[src/sv/hbkd_pkg.sv]
`default_nettype none
package hbkd_pkg;

   localparam int MAX_SLOTS     = 6;
   localparam int KEY_SLOTS_DEF = 6;

   localparam logic [7:0] MOD_CTRL  = 8'h11;
   localparam logic [7:0] MOD_SHIFT = 8'h22;
   localparam logic [7:0] MOD_ALT   = 8'h44;
   localparam logic [7:0] MOD_GUI   = 8'h88;

   localparam logic [7:0] CODE_NONE     = 8'h00;
   localparam logic [7:0] CODE_ROLLOVER = 8'h01;
   localparam logic [6:0] CHAR_SPACE    = 7'h20;

   typedef enum logic [1:0] {
      KIND_PLAIN      = 2'd0,
      KIND_NAMED      = 2'd1,
      KIND_COMBO_CHAR = 2'd2,
      KIND_COMBO_RAW  = 2'd3
   } event_kind_type;

   typedef enum logic [1:0] {
      ST_IDLE,
      ST_SCAN,
      ST_EMIT
   } state_type;

   typedef struct packed {
      logic           emit;
      event_kind_type kind;
      logic [6:0]     char_value;
   } class_result_type;

   // unshifted ascii of a usage code, zero where there is none
   function automatic logic [6:0] plain_ascii(input logic [7:0] code);
      logic [6:0] c;
      c = 7'h00;
      if (code >= 8'h04 && code <= 8'h1D) begin
         c = 7'h61 + 7'(code - 8'h04);
      end else if (code >= 8'h1E && code <= 8'h26) begin
         c = 7'h31 + 7'(code - 8'h1E);
      end else begin
         case (code)
            8'h27:   c = 7'h30;
            8'h28:   c = 7'h0A;
            8'h29:   c = 7'h1B;
            8'h2A:   c = 7'h08;
            8'h2B:   c = 7'h09;
            8'h2C:   c = 7'h20;
            8'h2D:   c = 7'h2D;
            8'h2E:   c = 7'h3D;
            8'h2F:   c = 7'h5B;
            8'h30:   c = 7'h5D;
            8'h31:   c = 7'h5C;
            8'h33:   c = 7'h3B;
            8'h34:   c = 7'h27;
            8'h35:   c = 7'h60;
            8'h36:   c = 7'h2C;
            8'h37:   c = 7'h2E;
            8'h38:   c = 7'h2F;
            default: c = 7'h00;
         endcase
      end
      return c;
   endfunction

   // shifted ascii of a usage code, zero where there is none
   function automatic logic [6:0] shifted_ascii(input logic [7:0] code);
      logic [6:0] c;
      c = 7'h00;
      if (code >= 8'h04 && code <= 8'h1D) begin
         c = 7'h41 + 7'(code - 8'h04);
      end else begin
         case (code)
            8'h1E:   c = 7'h21;
            8'h1F:   c = 7'h40;
            8'h20:   c = 7'h23;
            8'h21:   c = 7'h24;
            8'h22:   c = 7'h25;
            8'h23:   c = 7'h5E;
            8'h24:   c = 7'h26;
            8'h25:   c = 7'h2A;
            8'h26:   c = 7'h28;
            8'h27:   c = 7'h29;
            8'h28:   c = 7'h0A;
            8'h29:   c = 7'h1B;
            8'h2A:   c = 7'h08;
            8'h2B:   c = 7'h09;
            8'h2C:   c = 7'h20;
            8'h2D:   c = 7'h5F;
            8'h2E:   c = 7'h2B;
            8'h2F:   c = 7'h7B;
            8'h30:   c = 7'h7D;
            8'h31:   c = 7'h7C;
            8'h33:   c = 7'h3A;
            8'h34:   c = 7'h22;
            8'h35:   c = 7'h7E;
            8'h36:   c = 7'h3C;
            8'h37:   c = 7'h3E;
            8'h38:   c = 7'h3F;
            default: c = 7'h00;
         endcase
      end
      return c;
   endfunction

   function automatic logic has_name(input logic [7:0] code);
      return (code >= 8'h28 && code <= 8'h2B) ||
             (code >= 8'h3A && code <= 8'h45) ||
             (code >= 8'h49 && code <= 8'h52);
   endfunction

endpackage
`default_nettype wire

[src/sv/hbkd_req_if.sv]
`default_nettype none
interface hbkd_req_if;
   logic       valid;
   logic       ready;
   logic [7:0] modifier_bits;
   logic [7:0] key_slot_0;
   logic [7:0] key_slot_1;
   logic [7:0] key_slot_2;
   logic [7:0] key_slot_3;
   logic [7:0] key_slot_4;
   logic [7:0] key_slot_5;

   modport source (output valid, output modifier_bits, output key_slot_0, output key_slot_1,
                   output key_slot_2, output key_slot_3, output key_slot_4,
                   output key_slot_5, input ready);
   modport sink (input valid, input modifier_bits, input key_slot_0, input key_slot_1,
                 input key_slot_2, input key_slot_3, input key_slot_4, input key_slot_5,
                 output ready);
endinterface
`default_nettype wire

[src/sv/hbkd_rsp_if.sv]
`default_nettype none
interface hbkd_rsp_if;
   logic       valid;
   logic       ready;
   logic [1:0] event_kind;
   logic [6:0] char_value;
   logic [7:0] usage_code;
   logic       ctrl_held;
   logic       alt_held;
   logic       gui_held;
   logic       last_event;

   modport source (output valid, output event_kind, output char_value, output usage_code,
                   output ctrl_held, output alt_held, output gui_held, output last_event,
                   input ready);
   modport sink (input valid, input event_kind, input char_value, input usage_code,
                 input ctrl_held, input alt_held, input gui_held, input last_event,
                 output ready);
endinterface
`default_nettype wire

[src/sv/hbkd_classify.sv]
`default_nettype none
module hbkd_classify #(
   parameter int KEY_SLOTS = hbkd_pkg::KEY_SLOTS_DEF
) (
   input  wire logic [7:0]                  code,
   input  wire logic [7:0]                  mods,
   input  wire logic [KEY_SLOTS-1:0][7:0]   prev_keys,
   output hbkd_pkg::class_result_type       result
);
   import hbkd_pkg::*;

   logic       combo;
   logic       shift;
   logic       held;
   logic       fresh;
   logic [6:0] plain_c;
   logic [6:0] shift_c;
   logic [6:0] sel_c;

   always_comb begin
      combo   = |(mods & (MOD_CTRL | MOD_ALT | MOD_GUI));
      shift   = |(mods & MOD_SHIFT);
      held    = 1'b0;
      for (int i = 0; i < KEY_SLOTS; i++) begin
         if (prev_keys[i] == code) begin
            held = 1'b1;
         end
      end
      fresh   = (code != CODE_NONE) && (code != CODE_ROLLOVER) && !held;
      plain_c = plain_ascii(code);
      shift_c = shifted_ascii(code);
      sel_c   = shift ? shift_c : plain_c;

      result.emit       = 1'b0;
      result.kind       = KIND_PLAIN;
      result.char_value = 7'h00;
      if (combo) begin
         result.emit = fresh;
         if (plain_c >= CHAR_SPACE) begin
            result.kind = KIND_COMBO_CHAR;
            // upper-case the letters
            if (plain_c >= 7'h61 && plain_c <= 7'h7A) begin
               result.char_value = plain_c - CHAR_SPACE;
            end else begin
               result.char_value = plain_c;
            end
         end else begin
            result.kind = KIND_COMBO_RAW;
         end
      end else if (sel_c != 7'h00) begin
         result.emit       = fresh;
         result.kind       = KIND_PLAIN;
         result.char_value = sel_c;
      end else if (has_name(code)) begin
         result.emit = fresh;
         result.kind = KIND_NAMED;
      end
   end

endmodule
`default_nettype wire

[src/sv/hid_boot_keyboard_report_decoder_unit.sv]
`default_nettype none
// boot keyboard report decoder
// req channel: one boot report per item (modifier byte and six key slots);
//    only the first KEY_SLOTS slots are looked at and remembered
// rsp channel: one item per newly pressed key that maps to a character,
//    a named key or a combo; last_event marks the final item of a report,
//    a report that yields nothing gives no item at all
// operation: the report is latched, then the shared classify unit scans
//    one slot per cycle and marks the slots that give an event; the same
//    unit then re-evaluates each marked slot and loads it into the output
//    register, one item per cycle while the output register is free
// flow: req.ready is high only in the idle state, so a new report is only
//    taken once every item of the one before has been loaded
// stall: the last event sits in the output register while rsp.ready is low;
//    the next report can already be taken and scanned meanwhile
// reset: synchronous; the remembered keys clear to zero, the sequencer goes
//    idle and the output register is emptied
module hid_boot_keyboard_report_decoder_unit #(
   parameter int KEY_SLOTS = hbkd_pkg::KEY_SLOTS_DEF
) (
   input wire logic clock,
   input wire logic reset,
   hbkd_req_if.sink   req,
   hbkd_rsp_if.source rsp
);
   import hbkd_pkg::*;

   localparam int IDX_W = (KEY_SLOTS > 1) ? $clog2(KEY_SLOTS) : 1;

   // sequencer
   state_type                  state_ff, state_in;
   logic [IDX_W-1:0]           idx_ff, idx_in;
   logic [KEY_SLOTS-1:0]       mask_ff, mask_in;

   // latched report and remembered keys
   logic [7:0]                 mods_ff, mods_in;
   logic [KEY_SLOTS-1:0][7:0]  slots_ff, slots_in;
   logic [KEY_SLOTS-1:0][7:0]  prev_ff, prev_in;

   // output register
   logic                       rsp_valid_ff, rsp_valid_in;
   event_kind_type             kind_ff, kind_in;
   logic [6:0]                 char_ff, char_in;
   logic [7:0]                 code_ff, code_in;
   logic                       ctrl_ff, ctrl_in;
   logic                       alt_ff, alt_in;
   logic                       gui_ff, gui_in;
   logic                       last_ff, last_in;

   logic [MAX_SLOTS-1:0][7:0]  req_slots;
   logic                       req_take;
   logic                       out_free;
   logic                       load;
   logic [IDX_W-1:0]           first_idx;
   logic [IDX_W-1:0]           sel_idx;
   logic [KEY_SLOTS-1:0]       mask_rest;
   class_result_type           cls;

   // shared classify unit, fed by the scan index or the next marked slot
   hbkd_classify #(
      .KEY_SLOTS (KEY_SLOTS)
   ) u_classify (
      .code      (slots_ff[sel_idx]),
      .mods      (mods_ff),
      .prev_keys (prev_ff),
      .result    (cls)
   );

   assign req_slots = {req.key_slot_5, req.key_slot_4, req.key_slot_3,
                       req.key_slot_2, req.key_slot_1, req.key_slot_0};

   assign req.ready = (state_ff == ST_IDLE);
   assign req_take  = req.valid && req.ready;
   assign out_free  = !rsp_valid_ff || rsp.ready;

   // lowest marked slot
   always_comb begin
      first_idx = '0;
      for (int i = KEY_SLOTS - 1; i >= 0; i--) begin
         if (mask_ff[i]) begin
            first_idx = IDX_W'(i);
         end
      end
   end

   assign mask_rest = mask_ff & ~(KEY_SLOTS'(1) << first_idx);
   assign sel_idx   = (state_ff == ST_EMIT) ? first_idx : idx_ff;
   assign load      = (state_ff == ST_EMIT) && out_free;

   always_comb begin
      state_in     = state_ff;
      idx_in       = idx_ff;
      mask_in      = mask_ff;
      mods_in      = mods_ff;
      slots_in     = slots_ff;
      prev_in      = prev_ff;
      rsp_valid_in = rsp_valid_ff && !rsp.ready;
      kind_in      = kind_ff;
      char_in      = char_ff;
      code_in      = code_ff;
      ctrl_in      = ctrl_ff;
      alt_in       = alt_ff;
      gui_in       = gui_ff;
      last_in      = last_ff;

      case (state_ff)
         ST_IDLE: begin
            if (req_take) begin
               mods_in = req.modifier_bits;
               for (int i = 0; i < KEY_SLOTS; i++) begin
                  slots_in[i] = req_slots[i];
               end
               idx_in   = '0;
               mask_in  = '0;
               state_in = ST_SCAN;
            end
         end
         ST_SCAN: begin
            mask_in[idx_ff] = cls.emit;
            if (idx_ff == IDX_W'(KEY_SLOTS - 1)) begin
               // report decoded: its slots become the remembered keys
               prev_in  = slots_ff;
               state_in = ((mask_ff != '0) || cls.emit) ? ST_EMIT : ST_IDLE;
            end else begin
               idx_in = idx_ff + IDX_W'(1);
            end
         end
         ST_EMIT: begin
            if (load) begin
               rsp_valid_in = 1'b1;
               kind_in      = cls.kind;
               char_in      = cls.char_value;
               code_in      = slots_ff[first_idx];
               ctrl_in      = |(mods_ff & MOD_CTRL);
               alt_in       = |(mods_ff & MOD_ALT);
               gui_in       = |(mods_ff & MOD_GUI);
               last_in      = (mask_rest == '0);
               mask_in      = mask_rest;
               if (mask_rest == '0) begin
                  state_in = ST_IDLE;
               end
            end
         end
         default: begin
            state_in = ST_IDLE;
         end
      endcase
   end

   always_ff @(posedge clock) begin
      if (reset) begin
         state_ff     <= ST_IDLE;
         idx_ff       <= '0;
         mask_ff      <= '0;
         prev_ff      <= '0;
         rsp_valid_ff <= 1'b0;
      end else begin
         state_ff     <= state_in;
         idx_ff       <= idx_in;
         mask_ff      <= mask_in;
         prev_ff      <= prev_in;
         rsp_valid_ff <= rsp_valid_in;
      end
   end

   always_ff @(posedge clock) begin
      mods_ff  <= mods_in;
      slots_ff <= slots_in;
      kind_ff  <= kind_in;
      char_ff  <= char_in;
      code_ff  <= code_in;
      ctrl_ff  <= ctrl_in;
      alt_ff   <= alt_in;
      gui_ff   <= gui_in;
      last_ff  <= last_in;
   end

   assign rsp.valid      = rsp_valid_ff;
   assign rsp.event_kind = kind_ff;
   assign rsp.char_value = char_ff;
   assign rsp.usage_code = code_ff;
   assign rsp.ctrl_held  = ctrl_ff;
   assign rsp.alt_held   = alt_ff;
   assign rsp.gui_held   = gui_ff;
   assign rsp.last_event = last_ff;

`ifndef SYNTHESIS
   // a taken report always starts a scan from the first slot
   a_take_starts_scan: assert property (@(posedge clock) disable iff (reset)
      req_take |=> (state_ff == ST_SCAN) && (idx_ff == '0))
      else $error("report taken without starting scan");

   // every loaded item retires exactly one marked slot
   a_load_clears_one: assert property (@(posedge clock) disable iff (reset)
      load |=> ($countones(mask_ff) == $countones($past(mask_ff)) - 1))
      else $error("marked slot count did not drop by one");

   // the item flagged last sends the sequencer back to idle
   a_last_goes_idle: assert property (@(posedge clock) disable iff (reset)
      load && (mask_rest == '0) |=> (state_ff == ST_IDLE) && rsp_valid_ff && last_ff)
      else $error("last item did not end the report");

   // named keys and raw combos carry no character
   a_no_char_on_code_kinds: assert property (@(posedge clock) disable iff (reset)
      rsp_valid_ff && ((kind_ff == KIND_NAMED) || (kind_ff == KIND_COMBO_RAW))
      |-> (char_ff == 7'h00))
      else $error("character on a code-only event");
`endif

endmodule
`default_nettype wire
[src/flat_wrapper.sv]
// flat-port wrapper written by rule: the top's interface ports become plain ports
module hid_boot_keyboard_report_decoder_unit_flat import hbkd_pkg::*;
#(
   parameter int KEY_SLOTS = hbkd_pkg::KEY_SLOTS_DEF
)
  (clock, reset, req_valid, req_modifier_bits, req_key_slot_0, req_key_slot_1, req_key_slot_2, req_key_slot_3, req_key_slot_4, req_key_slot_5, req_ready, rsp_valid, rsp_event_kind, rsp_char_value, rsp_usage_code, rsp_ctrl_held, rsp_alt_held, rsp_gui_held, rsp_last_event, rsp_ready);
  hbkd_req_if req_i ();
  hbkd_rsp_if rsp_i ();
  input wire logic clock;
  input wire logic reset;
  input wire logic [$bits(req_i.valid)-1:0] req_valid;
  input wire logic [$bits(req_i.modifier_bits)-1:0] req_modifier_bits;
  input wire logic [$bits(req_i.key_slot_0)-1:0] req_key_slot_0;
  input wire logic [$bits(req_i.key_slot_1)-1:0] req_key_slot_1;
  input wire logic [$bits(req_i.key_slot_2)-1:0] req_key_slot_2;
  input wire logic [$bits(req_i.key_slot_3)-1:0] req_key_slot_3;
  input wire logic [$bits(req_i.key_slot_4)-1:0] req_key_slot_4;
  input wire logic [$bits(req_i.key_slot_5)-1:0] req_key_slot_5;
  output wire logic [$bits(req_i.ready)-1:0] req_ready;
  output wire logic [$bits(rsp_i.valid)-1:0] rsp_valid;
  output wire logic [$bits(rsp_i.event_kind)-1:0] rsp_event_kind;
  output wire logic [$bits(rsp_i.char_value)-1:0] rsp_char_value;
  output wire logic [$bits(rsp_i.usage_code)-1:0] rsp_usage_code;
  output wire logic [$bits(rsp_i.ctrl_held)-1:0] rsp_ctrl_held;
  output wire logic [$bits(rsp_i.alt_held)-1:0] rsp_alt_held;
  output wire logic [$bits(rsp_i.gui_held)-1:0] rsp_gui_held;
  output wire logic [$bits(rsp_i.last_event)-1:0] rsp_last_event;
  input wire logic [$bits(rsp_i.ready)-1:0] rsp_ready;
  assign req_i.valid = req_valid;
  assign req_i.modifier_bits = req_modifier_bits;
  assign req_i.key_slot_0 = req_key_slot_0;
  assign req_i.key_slot_1 = req_key_slot_1;
  assign req_i.key_slot_2 = req_key_slot_2;
  assign req_i.key_slot_3 = req_key_slot_3;
  assign req_i.key_slot_4 = req_key_slot_4;
  assign req_i.key_slot_5 = req_key_slot_5;
  assign req_ready = req_i.ready;
  assign rsp_valid = rsp_i.valid;
  assign rsp_event_kind = rsp_i.event_kind;
  assign rsp_char_value = rsp_i.char_value;
  assign rsp_usage_code = rsp_i.usage_code;
  assign rsp_ctrl_held = rsp_i.ctrl_held;
  assign rsp_alt_held = rsp_i.alt_held;
  assign rsp_gui_held = rsp_i.gui_held;
  assign rsp_last_event = rsp_i.last_event;
  assign rsp_i.ready = rsp_ready;
  hid_boot_keyboard_report_decoder_unit #(.KEY_SLOTS(KEY_SLOTS)) u_core (.clock(clock), .reset(reset), .req(req_i), .rsp(rsp_i));
endmodule
[config.mk]
export PLATFORM = sky130hd
export DESIGN_NAME = hid_boot_keyboard_report_decoder_unit_flat
export DESIGN_NICKNAME = d
export VERILOG_FILES = /design/src/sv/hbkd_pkg.sv /design/src/sv/hbkd_req_if.sv /design/src/sv/hbkd_rsp_if.sv /design/src/sv/hbkd_classify.sv /design/src/sv/hid_boot_keyboard_report_decoder_unit.sv /design/src/flat_wrapper.sv
export SDC_FILE = /design/constraint.sdc
export NUM_CORES = 1
export LEC_CHECK = 0
export BUFFER_PORTS_ARGS = -buffer_cell sky130_fd_sc_hd__buf_2
export CORE_ASPECT_RATIO = 1.25
export CORE_UTILIZATION = 45
export CTS_CLUSTER_DIAMETER = 150
export CTS_CLUSTER_SIZE = 28
export DETAILED_ROUTE_END_ITERATION = 16
export SYNTH_ARGS = -nofsm -noshare
export SYNTH_HDL_FRONTEND = slang
export SYNTH_SLANG_ARGS = --single-unit
[constraint.sdc]
create_clock -name clock -period 7.4 [get_ports clock]
set_input_delay 1.11 -clock clock [delete_from_list [all_inputs] [get_ports clock]]
set_output_delay 1.11 -clock clock [all_outputs]
set_load 0.01 [all_outputs]
# Word-level counts from Yosys, hierarchy flattened
# Memory sizes are Yosys's and may differ from the RTL's.
# Cells that the tools add are included.
[totals] ff_bits=137 romBits=896 inputBits=60 out_inout_bits=23 wordCells=153 memories=2
[classes] add_sub_neg=7 order_cmp=17 n_eq_ne=15 n_shift=1 n_mux=47 bitwise=2 n_reduce_logical=38
[mem_list] memory="(no name shown)" depth=64 width=7 rd=1 rd_clocked_by_memory_dff=0 write_ports=0 line="hbkd_pkg.sv:44" rtl="case (code)"
[mem_list] memory="(no name shown)" depth=64 width=7 rd=1 rd_clocked_by_memory_dff=0 write_ports=0 line="hbkd_pkg.sv:75" rtl="case (code)"
[op_table] cell="$mux 7" n=9
[op_table] cell="$bmux 8 s3" n=2
[op_table] cell="$eq 8x8->1" n=6
[op_table] cell="$mux 3" n=11
[op_table] cell="$pmux 6 s3" n=1
[op_table] cell="$ge 8x6->1 const B" n=2
[op_table] cell="$le 8x6->1 const B" n=2
[op_table] cell="$le 8x7->1 const B" n=2
[op_table] cell="$mux 8" n=2
[op_table] cell="$add 7x7->7 const A" n=2
[op_table] cell="$logic_and 1x1->1" n=12
[op_table] cell="$lt 3x4->1 const B" n=3
[op_table] cell="$mux 6" n=2
[op_table] cell="$mux 1" n=10
[op_table] cell="$mux 10" n=1
[op_table] cell="$mux 2" n=5
[op_table] cell="$ge 8x3->1 const B" n=1
[op_table] cell="$ge 8x5->1 const B" n=1
[op_table] cell="$ge 8x7->1 const B" n=1
[op_table] cell="$le 8x5->1 const B" n=1
[op_table] cell="$ne 8x1->1 const B" n=1
[op_table] cell="$reduce_bool 8->1" n=1
[op_table] cell="$reduce_or 2->1" n=4
[op_table] cell="$add 6x7->7 const A" n=1
[op_table] cell="other kinds (32)" n=44

# Depth between registers and ports, before layout
# Gate-level depths: netlist of the first run.
[depth] depth_word=25 ltp_mapped=25 ltp_nobuf=21

# Cells and area by module
# From an unflattened synthesis of the first run, not the netlist that was laid out.
[hier_totals] cells_unflattened=855 area_unflattened_um2=8105.3
[by_module_without_submodules] mod="hid_boot_keyboard_report_decoder_unit" instances=1 cells_per_inst=512 area_each_um2=5704.2 seq_area_each_um2=3513.4
[by_module_without_submodules] mod="hbkd_classify" instances=1 cells_per_inst=343 area_each_um2=2401.1 seq_area_each_um2=0.0

# Least setup slack after synthesis of the first run
# OpenSTA, ideal clock, no wires.
[synth_path] path_kind="reg-to-reg" start="register u_core.state_ff[0]" end="register u_core.mask_ff[2]" setup_time_ns=0.125 t_arrival_ns=4.596 t_required_ns=7.275 slack_ns=2.679 path_stages_with_launch=22 n_path_buf=5 period_less_slack_ns=4.721 path_cell_list="dfxtp_1 inv_1 ha_1 buf_2 a31oi_2 buf_6 buf_12 mux2i_1 o22ai_4 nor2_4 buf_2 buf_2 ha_1 nor3b_1 and4_1 a21oi_1 nor4_1 o211ai_1 a2111oi_4 a41oi_2 and4bb_4 o2bb2ai_1"
[synth_via] elab_chain_cells=18 word_cells_on_any_way=66 cone_classes="5 x add/sub; 10 x order compare; 11 x eq/ne; 20 x mux; 18 x reduce/logical; 2 x memory"
[synth_lines] item="from (decl)" line="hid_boot_keyboard_report_decoder_unit.sv:31" rtl="state_type state_ff, state_in;"
[synth_lines] item="from (signal assigned)" line="hid_boot_keyboard_report_decoder_unit.sv:158" rtl="state_ff <= state_in;"
[synth_lines] item="branches (longest 18 deep; another with $sub 7x5->7)"
[synth_lines] item="to (signal assigned)" line="hid_boot_keyboard_report_decoder_unit.sv:160" rtl="mask_ff <= mask_in;"
[synth_lines] item="to (decl)" line="hid_boot_keyboard_report_decoder_unit.sv:33" rtl="logic [KEY_SLOTS-1:0] mask_ff, mask_in;"
# Several ways; the timed one is not identified. The select of a mux whose other input is x is not followed.
# A chain may end at the register's enable or synchronous reset.

# Final worst setup path of the first run
# Ends and elaborated chain as after synthesis.

==> results.ini, run 1 <==
[global_route]
grt_pass1_vias=6710
gr-usage-all-layers=0.260
grt_pass1_wl_mm=37.0
grt_max_degree=63
grt-ovfl-total=0
antenna_found_initial=0

[route]
vias_per_cell=6.07
wl_mm=23.5
drt-initial-drc-count=589
drc=0
drt.antenna.violating_nets=0
via_count=6974
routedWlPerCell_um=20.5
firstDrtPassIters=6

[clock_network]
clk_latency_ns=0.43
cts_resized=0
htree_num_levels=4
postCtsSetupRepairBufs=0
path_clk_slew_ns=0.06
clockBufferDepth=2
cts.sinks=137
cts_hold_buf=0
cts-root-buf=clkbuf_16
cts_tree=yes
numCtsBuffers=17

[floorplanning]
die_h_um=153
initial_core_util=0.464
ios=83
dieArea_um2=18700
die_w_um=123
rows=54
coreArea_um2=17600

[critical_path]
start_kind=flop
required_ns=7.69
path_max_fanout=26
crit_path_end_kind=flop
cp_num_buf_inv=3
cp.arrival_ns=6.56
path_cells=inv_1 -> ha_1 -> nor3b_1 -> o21ai_1 -> nand3_1 -> o22ai_4 -> nor2_4 -> inv_2 -> ha_1 -> inv_1 -> a221o_1 -> or2_1 -> a21oi_2 -> nor4_1 -> o211ai_1 -> a2111oi_4 -> a41oi_2 -> and4bb_4 -> o2bb2ai_1
cp_slowest_stage_delay_ns=0.63
crit_slowest_cell=nor2_4
cp_top_family=simple AND/OR/NAND/NOR gates
worstSetupPathType=flop to flop

[cells_and_area]
utilization=0.523
n_fill_cell=1659
layout_common_cells=130 x nand2_1, 82 x a21oi_1, 82 x buf_2
n_antenna_cell=0
nets=988
final_common_cell=nand2_1
drive_above_1_share=0.189
areaGrowthSynthToFinish_pct=12.8

[synth]
synth_edf_count=77
synthCells=862
syn_nets=938
synth_ff_type=edfxtp_1
synth_area_per_cell_um2=9.49
seq_area_frac_synth=0.429
yosys_register_bits=137
async_flop_share=0
netlist_area_um2=8180
ys_warn_count=0
synth_cell_type_count=96

[timing]
finalSetupViolCount=0
worst_slew_pin_slew_ns=1.23
drv_slew=0
min_period_ns=6.27
finClkSkew_ns=0.0114
fmaxAchievable_ghz=0.160
finalHoldViolations=0
hold_slack_ns=0.467
post-route-period-util=0.847
rsz0062_at_grt=false
timing.slew.headroom=0.172
fin_tns_setup_ns=0

[run]
cap_violations=0

[status]
run_status=finished, final reports clean

[hold_path]
min_path_type=flop to flop

[pwr]
power.leakage_nw=3.17
ir_drop_mv=0.222
p_per_area_nw_per_um2=243

[placement]
io_buffers=82
gp_congestion=0.949
dp.final_hpwl_mm=16.8

kinds of logic (layout without fill, tap and decap cells):
kind of cell | Yosys count | count (layout) | synth area share
adders and majority gates | 17 | 17 | 0.0257
AOI/OAI and AO/OA | 266 | 266 | 0.230
DFF | 137 | 137 | 0.429
buffers and inverters | 77 | 140 | 0.0468
xor gates and xnor gates | 58 | 58 | 0.0638
and+or+nand+nor | 276 | 276 | 0.165
muxes | 31 | 31 | 0.0393
worst paths after layout:
kind                            from  slack [ns]  cells past startpoint                  to
setup reg to reg  u_core.state_ff[0]        1.13                     19   u_core.mask_ff[2]
hold reg to reg   u_core.prev_ff[37]        0.47                      2  u_core.prev_ff[37]
setup / recovery  u_core.state_ff[0]        1.13                     19   u_core.mask_ff[2]
hold / removal    u_core.prev_ff[37]        0.47                      2  u_core.prev_ff[37]
cells in the mapped netlist, drive strengths merged (12+ instances only):
cell      n  share of area
inv      16         0.0073
buf      35          0.028
clkbuf   25          0.011
o22ai    14          0.014
a21oi    85          0.053
nand2   130          0.060
a221oi   12          0.014
mux2i    22          0.027
nor3     16         0.0098
o21ai    37          0.023
nand3    17          0.011
dfxtp    60           0.15
nor2     43          0.022
edfxtp   77           0.28
ha       16          0.024
xnor2    56          0.060
worst min-delay path: stages (launching register included):
cell and delay (ns):
dfxtp_1 0.32, nand2_1 0.05, a21oi_1 0.05
metal layers:
layer,global-route usage,vias up,routed length [µm]
li1,-,3321,-
met1,0.328,3312,9860
met2,0.424,264,11400
met3,0.0374,77,1120
met4,0.141,0,1120
met5,0,-,0
flip-flops by register name (all words and copies together), names as in the netlist, 2 cells and up:
register and count:
u_core.slots_ff 48, u_core.idx_ff 3, u_core.rsp.usage_code 8, u_core.mask_ff 6
u_core.rsp.event_kind 2, u_core.mods_ff 8, u_core.prev_ff 48, u_core.rsp.char_value 7
u_core.state_ff 2
cell type report:
cell class	count	area (µm²)	share of cell area
multi-input combinational	648	4300	0.466
sequential	137	3510	0.381
timing repair buffer	91	478	0.0518
clock buffer	18	429	0.0465
tap	224	280	0.0304
clock inverter	14	165	0.0179
inverter	17	63.8	0.00692
metrics by stage:
step / std cells / total power [mW] / area, µm² / setup WS, ns
2_1_floorplan: 862 / 1.25 / 8180 / 2.68
3_3_place_gp: 1117 / 1.39 / 8630 / 1.52
3_5_place_dp: 1117 / 1.39 / 8630 / 1.30
4_1_cts: 1149 / 2.24 / 9230 / 1.29
5_1_grt: 1149 / 2.33 / 9230 / 0.691
6_report: 1149 / 2.24 / 9230 / 1.13
where the power goes:
| part | leakage (nW) | total, mW | switching, mW | internal [mW] |
|---|---|---|---|---|
| combinational | 1.68 | 0.499 | 0.318 | 0.181 |
| sequential | 1.20 | 0.881 | 0.0358 | 0.846 |
| clock | 0.283 | 0.862 | 0.356 | 0.505 |
No activity file was read; power rests on OpenSTA's default activity.
==> run 2: changes to the inputs <==
PLACE_DENSITY = 0.66   (was unset)
clock period = 5.6 ns   (was 7.4 ns; I/O delays follow)
==> run 2 against run 1 <==
Clock skew shrank 0.0039 ns. Power grew 35%. Flip-flop and latch count is the same. Critical path depth grew 1. Register-to-register slack lost 0.73 ns. Global-route usage grew 0.16 points. Cell count grew 1.6%. Non-clock buffer count grew 18. Critical path type unchanged. Highest routed layer unchanged.
==> results.ini, run 2 (synthesized netlist as in run 1, its figures left out) <==
[critical_path]
crit_path_end_kind=flop
path_max_fanout=21
cp.arrival_ns=5.53
required_ns=5.94
worstSetupPathType=flop to flop
start_kind=flop

[timing]
fmaxAchievable_ghz=0.192
finalHoldViolations=0
worst_slew_pin_slew_ns=1.25
finClkSkew_ns=0.00750
setup_slack_ns=0.404
timing.slew.headroom=0.163
post-route-period-util=0.928
fin_tns_setup_ns=0
min_period_ns=5.20
rsz0062_at_grt=false
drv_slew=0
finalSetupViolCount=0

[global_route]
grt-ovfl-total=0
grt_pass1_vias=6931
antenna_found_initial=0
grt_max_degree=63
gr-usage-all-layers=0.262
grt_pass1_wl_mm=37.4

[clock_network]
path_clk_slew_ns=0.06
clk_latency_ns=0.42
htree_num_levels=4
cts_tree=yes
clockBufferDepth=2
cts.sinks=137
numCtsBuffers=17
cts-root-buf=clkbuf_16

[floorplanning]
dieArea_um2=18700
coreArea_um2=17600
die_w_um=123
rows=54
ios=83
die_h_um=153
initial_core_util=0.464

[route]
routedWlPerCell_um=20.4
vias_per_cell=6.11
drt.antenna.violating_nets=0
drt-initial-drc-count=765
firstDrtPassIters=7
via_count=7130
wl_mm=23.8
drc=0

[cells_and_area]
top_regs=u_core.prev_ff x48, u_core.slots_ff x48
final_common_cell=nand2_1
nets=1006
n_antenna_cell=0
final-seq-area_um2=3510
n_fill_cell=1624
design_area_um2=9390
areaGrowthSynthToFinish_pct=14.8
drive_above_1_share=0.201
layout_common_cells=130 x nand2_1, 82 x a21oi_1, 82 x buf_2
multiInputGateArea_um2=4300

[placement]
place_area_um2=8770
dp.final_hpwl_mm=17.2
gp_congestion=0.962
place_ws_ns=0.387
io_buffers=82

[pwr]
ir_drop_mv=0.250
p_per_area_nw_per_um2=322
power_mw=3.02
power.leakage_nw=3.28

[hold_path]
min_path_type=flop to flop

[run]
cap_violations=0

[status]
run_status=finished, final reports clean

run 2: timing repair:
action                     in CTS  in global routing
setup endpoints to repair       0                  7
hold endpoints to repair        0                  0
resized for setup               0                  1
buffers inserted                0                  0
hold buffers                    0                  0
run 2: power by group:
| group | switching (mW) | internal [mW] | total [mW] |
|---|---|---|---|
| clock | 0.425 | 0.744 | 1.17 |
| sequential | 0.0433 | 1.12 | 1.16 |
| combinational | 0.435 | 0.259 | 0.694 |
| total | 0.903 | 2.12 | 3.02 |
run 2: final cells by class:
| class | count | area share |
|---|---|---|
| multi-input combinational | 648 | 0.458 |
| sequential | 137 | 0.374 |
| timing repair buffer | 109 | 0.0666 |
| clock buffer | 20 | 0.0465 |
| tap | 224 | 0.0298 |
| clock inverter | 12 | 0.0185 |
| inverter | 17 | 0.00680 |
run 2: worst paths after layout:
kind / depth (start not counted) / slack [ns] / from / to
worst max-delay path: 20 / 0.40 / u_core.state_ff[0] / u_core.mask_ff[3]
worst max register to register: 20 / 0.40 / u_core.state_ff[0] / u_core.mask_ff[3]
worst min-delay path: 2 / 0.47 / u_core.prev_ff[32] / u_core.prev_ff[32]
worst min register to register: 2 / 0.47 / u_core.prev_ff[32] / u_core.prev_ff[32]
run 2: critical path: stages, from the launching register on:
cell and delay (ns):
dfxtp_1 0.37, inv_1 0.08, ha_1 0.27, nor3b_1 0.18, o21ai_1 0.37, nand3_2 0.33, o22a_1 0.29, nand2_1 0.11
buf_4 0.27, ha_1 0.23, inv_1 0.09, a221o_1 0.35, and4_1 0.25, nor4b_1 0.47, a2111oi_0 0.14, buf_4 0.17
a41oi_1 0.18, nor2_1 0.11, a41oi_2 0.40, a41oi_1 0.20, a211oi_1 0.23
run 2: metrics by stage:
stage | utilization | cells | hold slack, ns
3_3_place_gp | 0.498 | 1135 | 0.454
2_1_floorplan | - | 862 | 0.449
4_1_cts | 0.532 | 1167 | 0.467
6_report | 0.532 | 1167 | 0.465
3_5_place_dp | 0.498 | 1135 | 0.459
5_1_grt | 0.532 | 1167 | 0.487
run 2: routing by layer:
metal,track usage,vias to the layer above,part of all wire,routed length [µm]
li1,-,3357,-,-
met2,0.433,275,0.50,11800
met3,0.0449,93,0.048,1150
met1,0.313,3405,0.40,9400
met5,0,-,0,0
met4,0.162,0,0.059,1410
